--- src/hdl/aprd_pkg.sv ---
`timescale 1ns / 1ps

package aprd_pkg;

    localparam logic [7:0] PREAMBLE_FIRST  = 8'h41;
    localparam logic [7:0] PREAMBLE_SECOND = 8'h42;
    localparam logic [7:0] REUSE_YES       = 8'h01;
    localparam logic [7:0] TRAILER_BYTE    = 8'h00;

    localparam logic [7:0] BODY_CHUNK_CODE_RST   = 8'd3;
    localparam logic [7:0] END_RESPONSE_CODE_RST = 8'd5;

    typedef enum logic [1:0] {
        REG_BODY_CHUNK_CODE   = 2'd0,
        REG_END_RESPONSE_CODE = 2'd1,
        REG_KEEP_CONNECTION   = 2'd2
    } reg_index_t;

    typedef enum logic [2:0] {
        KIND_FRAME   = 3'd0,
        KIND_DATA    = 3'd1,
        KIND_TRAILER = 3'd2,
        KIND_END     = 3'd3,
        KIND_ERROR   = 3'd4
    } kind_t;

    typedef struct packed {
        logic [7:0] body_chunk_code;
        logic [7:0] end_response_code;
        logic       keep_connection;
    } cfg_t;

    typedef struct packed {
        kind_t      kind;
        logic [7:0] payload;
        logic       chunk_last;
        logic       reuse_flag;
        logic       keepalive;
    } result_t;

endpackage

--- src/hdl/ajp_response_chunk_deframer_top.sv ---
`timescale 1ns / 1ps
// Each result is formed combinationally and registered into the output buffer.
// Throughput: one item per cycle while s_tready is high; the parse state advances
// on every accepted byte. A two-entry output register keeps input accepted while
// one result waits. Reset: aresetn synchronous, active low; clears parser state,
// sticky error, output buffer and restores register defaults (3, 5, 0).
module ajp_response_chunk_deframer_top (
    input  logic        aclk,
    input  logic        aresetn,
    input  logic        s_tvalid,
    output logic        s_tready,
    input  logic [7:0]  s_tdata,   // in_byte
    output logic        m_tvalid,
    input  logic        m_tready,
    output logic [15:0] m_tdata,   // payload, reuse_flag, keepalive, zero fill
    output logic [2:0]  m_tuser,   // kind
    output logic        m_tlast,   // chunk_last
    input  logic        cfg_valid,
    output logic        cfg_ready,
    input  logic [1:0]  cfg_index,
    input  logic [7:0]  cfg_data
);
    import aprd_pkg::*;

    cfg_t    cfg_reg;
    result_t parse_result;
    result_t out_item;
    logic    in_fire;

    assign cfg_ready = 1'b1;
    assign in_fire   = s_tvalid & s_tready;

    always_ff @(posedge aclk) begin
        if (!aresetn) begin
            cfg_reg.body_chunk_code   <= BODY_CHUNK_CODE_RST;
            cfg_reg.end_response_code <= END_RESPONSE_CODE_RST;
            cfg_reg.keep_connection   <= 1'b0;
        end else if (cfg_valid && cfg_ready) begin
            case (cfg_index)
                REG_BODY_CHUNK_CODE:   cfg_reg.body_chunk_code   <= cfg_data;
                REG_END_RESPONSE_CODE: cfg_reg.end_response_code <= cfg_data;
                REG_KEEP_CONNECTION:   cfg_reg.keep_connection   <= cfg_data[0];
                default: ;
            endcase
        end
    end

    aprd_parser u_parser (
        .aclk    (aclk),
        .aresetn (aresetn),
        .step    (in_fire),
        .in_byte (s_tdata),
        .cfg     (cfg_reg),
        .result  (parse_result)
    );

    aprd_out_buf u_out_buf (
        .aclk      (aclk),
        .aresetn   (aresetn),
        .in_valid  (s_tvalid),
        .in_ready  (s_tready),
        .in_item   (parse_result),
        .out_valid (m_tvalid),
        .out_ready (m_tready),
        .out_item  (out_item)
    );

    assign m_tdata = {6'd0, out_item.keepalive, out_item.reuse_flag, out_item.payload};
    assign m_tuser = out_item.kind;
    assign m_tlast = out_item.chunk_last;

    // hold input only when a result is already waiting
    assert property (@(posedge aclk) disable iff (!aresetn) !s_tready |-> m_tvalid)
        else $error("input stalled with empty output");

    assert property (@(posedge aclk) disable iff (!aresetn)
        (m_tvalid && m_tlast) |-> (m_tuser == KIND_DATA))
        else $error("chunk_last on non-payload item");

    assert property (@(posedge aclk) disable iff (!aresetn)
        (m_tvalid && (m_tdata[8] || m_tdata[9])) |-> (m_tuser == KIND_END))
        else $error("reuse flags on non-end item");

    assert property (@(posedge aclk) disable iff (!aresetn)
        (m_tvalid && m_tdata[9]) |-> m_tdata[8])
        else $error("keepalive without reuse");

endmodule

--- src/hdl/aprd_parser.sv ---
`timescale 1ns / 1ps

module aprd_parser (
    input  logic             aclk,
    input  logic             aresetn,
    input  logic             step,
    input  logic [7:0]       in_byte,
    input  aprd_pkg::cfg_t    cfg,
    output aprd_pkg::result_t result
);
    import aprd_pkg::*;

    typedef enum logic [8:0] {
        ST_PRE1    = 9'b000000001,
        ST_PRE2    = 9'b000000010,
        ST_PLEN_HI = 9'b000000100,
        ST_PLEN_LO = 9'b000001000,
        ST_TYPE    = 9'b000010000,
        ST_DLEN_HI = 9'b000100000,
        ST_DLEN_LO = 9'b001000000,
        ST_DATA    = 9'b010000000,
        ST_REUSE   = 9'b100000000
    } state_t;

    state_t      state_reg, state_next;
    logic [7:0]  length_high_reg, length_high_next;
    logic [15:0] remaining_reg, remaining_next;
    logic        trailer_reg, trailer_next;
    logic        error_reg, error_next;

    always_comb begin
        state_next       = state_reg;
        length_high_next = length_high_reg;
        remaining_next   = remaining_reg;
        trailer_next     = trailer_reg;
        error_next       = error_reg;
        result           = '0;
        result.kind      = KIND_FRAME;

        if (error_reg) begin
            result.kind = KIND_ERROR;
        end else begin
            case (state_reg)
                ST_PRE2: begin
                    if (in_byte == PREAMBLE_SECOND) begin
                        state_next = ST_PLEN_HI;
                    end else begin
                        result.kind = KIND_ERROR;
                        error_next  = 1'b1;
                    end
                end
                ST_PLEN_HI: state_next = ST_PLEN_LO;
                ST_PLEN_LO: state_next = ST_TYPE;
                ST_TYPE: begin
                    if (in_byte == cfg.body_chunk_code) begin
                        state_next = ST_DLEN_HI;
                    end else if (in_byte == cfg.end_response_code) begin
                        state_next = ST_REUSE;
                    end else begin
                        result.kind = KIND_ERROR;
                        error_next  = 1'b1;
                    end
                end
                ST_DLEN_HI: begin
                    length_high_next = in_byte;
                    state_next       = ST_DLEN_LO;
                end
                ST_DLEN_LO: begin
                    remaining_next   = {length_high_reg, in_byte};
                    length_high_next = '0;
                    trailer_next     = 1'b1;
                    state_next       = ({length_high_reg, in_byte} != '0) ? ST_DATA : ST_PRE1;
                end
                ST_DATA: begin
                    result.kind    = KIND_DATA;
                    result.payload = in_byte;
                    remaining_next = remaining_reg - 16'd1;
                    if (remaining_next == '0) begin
                        result.chunk_last = 1'b1;
                        state_next        = ST_PRE1;
                    end
                end
                ST_REUSE: begin
                    result.kind       = KIND_END;
                    result.reuse_flag = (in_byte == REUSE_YES);
                    result.keepalive  = (in_byte == REUSE_YES) & cfg.keep_connection;
                    state_next        = ST_PRE1;
                end
                default: begin
                    trailer_next = 1'b0;
                    if (trailer_reg && in_byte == TRAILER_BYTE) begin
                        result.kind = KIND_TRAILER;
                        state_next  = ST_PRE1;
                    end else if (in_byte == PREAMBLE_FIRST) begin
                        state_next = ST_PRE2;
                    end else begin
                        state_next  = ST_PRE1;
                        result.kind = KIND_ERROR;
                        error_next  = 1'b1;
                    end
                end
            endcase
        end
    end

    always_ff @(posedge aclk) begin
        if (!aresetn) begin
            state_reg       <= ST_PRE1;
            length_high_reg <= '0;
            remaining_reg   <= '0;
            trailer_reg     <= 1'b0;
            error_reg       <= 1'b0;
        end else if (step) begin
            state_reg       <= state_next;
            length_high_reg <= length_high_next;
            remaining_reg   <= remaining_next;
            trailer_reg     <= trailer_next;
            error_reg       <= error_next;
        end
    end

endmodule

--- src/hdl/aprd_out_buf.sv ---
`timescale 1ns / 1ps

module aprd_out_buf (
    input  logic              aclk,
    input  logic              aresetn,
    input  logic              in_valid,
    output logic              in_ready,
    input  aprd_pkg::result_t in_item,
    output logic              out_valid,
    input  logic              out_ready,
    output aprd_pkg::result_t out_item
);
    import aprd_pkg::*;

    logic    out_valid_reg;
    logic    skid_valid_reg;
    result_t out_reg;
    result_t skid_reg;
    logic    in_fire;
    logic    out_take;

    assign in_ready  = !skid_valid_reg;
    assign in_fire   = in_valid & in_ready;
    assign out_take  = out_valid_reg & out_ready;
    assign out_valid = out_valid_reg;
    assign out_item  = out_reg;

    always_ff @(posedge aclk) begin
        if (!aresetn) begin
            out_valid_reg  <= 1'b0;
            skid_valid_reg <= 1'b0;
        end else if (skid_valid_reg) begin
            if (out_take) begin
                skid_valid_reg <= 1'b0;
            end
        end else if (in_fire) begin
            if (!out_valid_reg || out_take) begin
                out_valid_reg <= 1'b1;
            end else begin
                skid_valid_reg <= 1'b1;
            end
        end else if (out_take) begin
            out_valid_reg <= 1'b0;
        end
    end

    always_ff @(posedge aclk) begin
        if (skid_valid_reg) begin
            if (out_take) begin
                out_reg <= skid_reg;
            end
        end else if (in_fire) begin
            if (!out_valid_reg || out_take) begin
                out_reg <= in_item;
            end else begin
                skid_reg <= in_item;
            end
        end
    end

endmodule

--- config.mk ---
export PLATFORM = sky130hd
export DESIGN_NAME = ajp_response_chunk_deframer_top
export DESIGN_NICKNAME = d
export VERILOG_FILES = /design/src/hdl/aprd_pkg.sv /design/src/hdl/ajp_response_chunk_deframer_top.sv /design/src/hdl/aprd_parser.sv /design/src/hdl/aprd_out_buf.sv
export SDC_FILE = /design/constraint.sdc
export NUM_CORES = 1
export LEC_CHECK = 0
export BUFFER_PORTS_ARGS = -buffer_cell sky130_fd_sc_hd__buf_2
export CAP_MARGIN = 20
export CORE_AREA = 5 5 97 99
export CTS_BUF_LIST = sky130_fd_sc_hd__clkbuf_4
export CTS_CLUSTER_DIAMETER = 120
export DETAILED_ROUTE_END_ITERATION = 7
export DIE_AREA = 0 0 102 104
export HOLD_SLACK_MARGIN = 0.06
export PLACE_DENSITY = 0.7
export SLEW_MARGIN = 20
export SYNTH_ARGS = -nofsm -noshare
export SYNTH_HDL_FRONTEND = slang
export SYNTH_SLANG_ARGS = --single-unit
--- constraint.sdc ---
create_clock -name aclk -period 3.4 [get_ports aclk]
set_input_delay 0.17 -clock aclk [delete_from_list [all_inputs] [get_ports aclk]]
set_output_delay 0.17 -clock aclk [all_outputs]
set_load 0.005 [all_outputs]
-- After elaboration in Yosys (flattened, before gate mapping)
Cells that the tools add are included.
- output and inout bits: 23
- logic and storage cells: 114
- flip-flop bits (word level): 82
- input port bits: 23
- bitwise gates (word level): 7
- multiplexer cells: 40
- add/sub/neg operators: 1
- equal/unequal tests: 20
- reduce and logical (&&, ||, !) cells: 26
- operators with widths (cell ; count):
    $pmux 9 s8 ; 1
    $mux 14 ; 4
    $mux 9 ; 5
    $pmux 16 s2 ; 1
    $mux 3 ; 6
    $reduce_and 3->1 ; 6
    $eq 8x7->1 const B ; 2
    $eq 8x8->1 ; 2
    $logic_not 16->1 ; 1
    $pmux 8 s2 ; 1
    $reduce_bool 16->1 ; 1
    $sub 16x1->16 const B ; 1
    $pmux 3 s5 ; 1
    $mux 1 ; 14
    $mux 11 ; 1
    $reduce_bool 2->1 ; 5
    $eq 9x2->1 const B ; 1
    $eq 9x3->1 const B ; 1
    $eq 9x4->1 const B ; 1
    $eq 9x5->1 const B ; 1
    $eq 9x6->1 const B ; 1
    $eq 9x7->1 const B ; 1
    $eq 9x8->1 const B ; 1
    $eq 9x9->1 const B ; 1
    other kinds (22) ; 34

-- Depth between registers and ports, before layout
- depth in word-level cells: 8
- mapped depth: 10
- gate-level depth less buffers: 8

-- Modules after synthesis
A second synthesis with hierarchy kept.
- cells, all modules: 476
- area total of the unflattened synthesis: 4558.1 um2
- by module, submodules not included (module ; times used ; area an instance (um2) ; cells an instance ; sequential area each (um2)):
    aprd_parser ; 1 ; 2633.8 ; 338 ; 700.7
    aprd_out_buf ; 1 ; 1164.9 ; 58 ; 880.8
    ajp_response_chunk_deframer_top ; 1 ; 759.5 ; 80 ; 340.3

-- Worst setup path before layout
Ideal clock, no wire load.
- path type: reg2reg
- start point: reg u_parser.remaining_reg[0]
- end point: reg u_parser.state_reg[2]
- data required time: 3.279 ns
- slack: 0.633 ns
- arrival time: 2.646 ns
- stages on the path, launching flop included: 11
- setup time: 0.121 ns
- buffers on the path: 2
- clock period less this slack: 2.767 ns
- cells stage by stage: dfxtp_1 -> inv_1 -> ha_1 -> or3b_1 -> clkbuf_2 -> xnor2_1 -> or4_4 -> a2111oi_4 -> o2111ai_1 -> buf_6 -> mux2_4
- cells in the longest elaborated chain, start to end: 4
- RTL lines (element ; RTL line ; RTL):
    from (decl) ; aprd_parser.sv:27 ; logic [15:0] remaining_reg, remaining_next;
    from (signal assigned) ; aprd_parser.sv:116 ; remaining_reg <= remaining_next;
    $sub 16x1->16 ; aprd_parser.sv:77 ; remaining_next = remaining_reg - 16'd1;
    $logic_not 16->1 ; aprd_parser.sv:78 ; if (remaining_next == '0) begin
    $ne 2x1->1 (no source line) ; n/a ;
    $reduce_and 5->1 (no source line) ; n/a ;
    to (signal assigned) ; aprd_parser.sv:114 ; state_reg <= state_next;
    to (decl) ; aprd_parser.sv:25 ; state_t state_reg, state_next;
Every way passes these cells.
A chain may end at the register's enable or synchronous reset.

-- Final worst setup path
- start point: reg u_parser.remaining_reg[0]
- end point: reg u_parser.state_reg[0]
The elaborated chain is that of the path after synthesis.

==> results.sh <==
export IMPL_outcome="finished, final reports clean"
export IMPL_grt_max_degree=32
export IMPL_track_usage=0.197
export IMPL_cts_tree="yes"
export IMPL_ys_seq_area_frac=0.439
export IMPL_synth_seq_cells=82
export IMPL_via_count=3729
export IMPL_report_final_slew_viol_count=0
export IMPL_gp_congestion=0.891
export IMPL_tns_ns=0
export IMPL_power_leakage_nw=1.95
export IMPL_min_from="s_tvalid"
export IMPL_setup_ws_ns=0.326
export IMPL_final_cell_mix="nor2_1, dfxtp_1, nand2_1"
export IMPL_vias_per_cell=5.96
export IMPL_ys_flop_type="dfxtp_1"
export IMPL_hold_path_class="in -> reg"
export IMPL_criticalPathCategory="reg -> reg"
export IMPL_final_fill_count=746
export IMPL_path_max_fanout=7
export IMPL_synth_edf_count=28
export IMPL_cts_resized=0
export IMPL_num_io_pins=46
export IMPL_initialDrtViolationCount=416
export IMPL_synth_cell_types=60
export IMPL_postRouteAntennaNets=0
export IMPL_r2r_setup_slack_ns=0.33
export IMPL_slew_headroom=0.307
export IMPL_maxCapViolations=0
export IMPL_cts_sinks=82
export IMPL_synth_top_area_frac=0.247
export IMPL_wl_per_cell_um=16.6
export IMPL_skew_ns=0.0155
export IMPL_syn_area_sq_um=4380
export IMPL_final_util=0.575
export IMPL_yosys_top_cells_area="dfxtp_1, edfxtp_1, mux2i_1"
export IMPL_worstReg2RegStart="u_parser.remaining_reg[0]"
export IMPL_insertion_delay_ns=0.44
export IMPL_required_ns=3.73
export IMPL_cts_max_level=3
export IMPL_place_area_sq_um=4610
export IMPL_syn_inst=480
export IMPL_post_cts_buffers=0
export IMPL_post_place_ws_ns=0.427
export IMPL_hold_ws_ns=0.0792
export IMPL_min_path_cells=3
export IMPL_layout_commonest_cell="nor2_1"
export IMPL_power_density_nw_per_um2=381
export IMPL_stdcell_count=626
export IMPL_max_freq_mhz=325
export IMPL_timing_final_crit_share=0.904
export IMPL_cts_path_max_buffers=2
export IMPL_portBuffers=38
export IMPL_n_antenna_cell=0
export IMPL_rows=34
export IMPL_r2r_end="u_parser.state_reg[0]"
export IMPL_area_delta_synth_final_pct=11.1
export IMPL_post_dp_hpwl_um=7330
export IMPL_grt_overflow=0
export IMPL_yosys_warnings=0
export IMPL_ir_drop_v=0.000297
export IMPL_async_reset_ff_frac=0
export IMPL_dieHeight_um=104
export IMPL_hold_buffers=9
export IMPL_grt_pass1_vias=3530
export IMPL_setup_viol=0
export IMPL_dpl_cell_count=601
export IMPL_max_slew_worst_pin_slew_ns=1.04
export IMPL_arrival_ns=3.40
export IMPL_ctsRootBufferMaster="clkbuf_4"
export IMPL_yosys_area_top_type="dfxtp_1"
export IMPL_drt_pass1_iterations=6
export IMPL_totalWireLength_um=10400
export IMPL_start_util=0.517
export IMPL_ff2ff_path_depth=9
export IMPL_die_w_um=102
export IMPL_dieArea_sq_um=10600
export IMPL_rsz0062_at_grt="no"
export IMPL_fin_nets=538
export IMPL_antenna_found_initial=0
export IMPL_period_needed_ns=3.07
export IMPL_clk_pin_slew_ns=0.13
export IMPL_hold_viol=0
export IMPL_coreArea_sq_um=8470
export IMPL_startpoint_type="flip-flop"
export IMPL_drive_gt1_frac=0.166
export IMPL_min_to="u_out_buf.skid_valid_reg"
export IMPL_grt_pass1_wl_um=17000
export IMPL_drc=0
export IMPL_largest_reg_flops=17
export IMPL_final_area_sq_um=4860
export IMPL_end_kind="flip-flop"
export IMPL_synth_area_per_cell_sq_um=9.12
export IMPL_numCtsBuffers=9
export IMPL_power_total_mw=1.85
-- cells in the mapped netlist, types with 2 or more instances --
cell and instances:
nor2_1 59, dfxtp_1 54, nand2_1 40, a21oi_1 28, edfxtp_1 28, mux2i_1 27
clkbuf_1 23, o21ai_0 22, xor2_1 19, nor3_1 15, mux2_2 12, nand3_1 12
nor4_1 12, inv_1 11, and3_1 10, a22oi_1 9, buf_4 8, nand4_1 7
or4_1 6, nor3b_1 5, and2_1 4, buf_1 4, nand3b_1 4, or3_1 4
a211oi_1 3, a41oi_1 3, and4_1 3, buf_2 3, nand2b_1 3, o211ai_1 3
xnor2_1 3, a31oi_1 2, conb_1 2, ha_1 2, nand4b_1 2, nor4_2 2
o2111ai_1 2, o31ai_1 2
-- power breakdown --
part           internal, mW  switching [mW]
combinational        0.0606          0.0837
sequential             1.04          0.0121
clock                 0.309           0.352
total                  1.41           0.448
-- how the worst max path moves through the flow --
stage | from | end | slack [ns]
after floorplan | u_parser.remaining_reg[0] | u_parser.state_reg[2] | 0.63
after global placement | u_parser.remaining_reg[0] | u_parser.state_reg[0] | 0.47
after detailed placement | u_parser.remaining_reg[1] | u_parser.state_reg[0] | 0.43
after CTS | u_parser.remaining_reg[1] | u_parser.state_reg[0] | 0.39
after global routing | u_parser.remaining_reg[0] | u_parser.state_reg[4] | 0.23
final | u_parser.remaining_reg[0] | u_parser.state_reg[0] | 0.33
-- area by class of cell --
class                      instances  area, sq um  area share
clock buffer                      10         75.1      0.0154
clock inverter                     6         90.1      0.0185
inverter                          11         41.3     0.00849
multi-input combinational        352         2250       0.462
sequential                        82         1920       0.395
tap                              108          135      0.0278
timing repair buffer              57          355      0.0730
-- worst max-delay path, stage by stage, from the launching register on --
cell and delay [ns]:
dfxtp_1 0.41, inv_1 0.11, ha_1 0.29, or3b_1 0.51, xnor2_1 0.17, or4_4 0.43, a2111oi_4 0.41, o2111ai_1 0.27
buf_4 0.25, mux2i_1 0.11
-- per-layer routing --
metal	global-route usage	vias up	routed length, um
met2	0.303	139	4770
met4	0.0731	0	223
met1	0.275	1777	4660
met5	0	-	0
li1	-	1791	-
met3	0.0355	22	722
-- kinds of logic (layout without fill, tap and decap cells) --
logic type	count (synthesis)	after routing	synth area share
muxes	40	40	0.0960
xor gates and xnor gates	22	22	0.0440
DFF	82	82	0.439
other	2	7	0.00172
AOI/OAI and AO/OA	85	85	0.126
adders and majority gates	2	2	0.00572
and+or+nand+nor	196	196	0.234
buffers and inverters	51	84	0.0534
(Power assumes the default switching activity.)
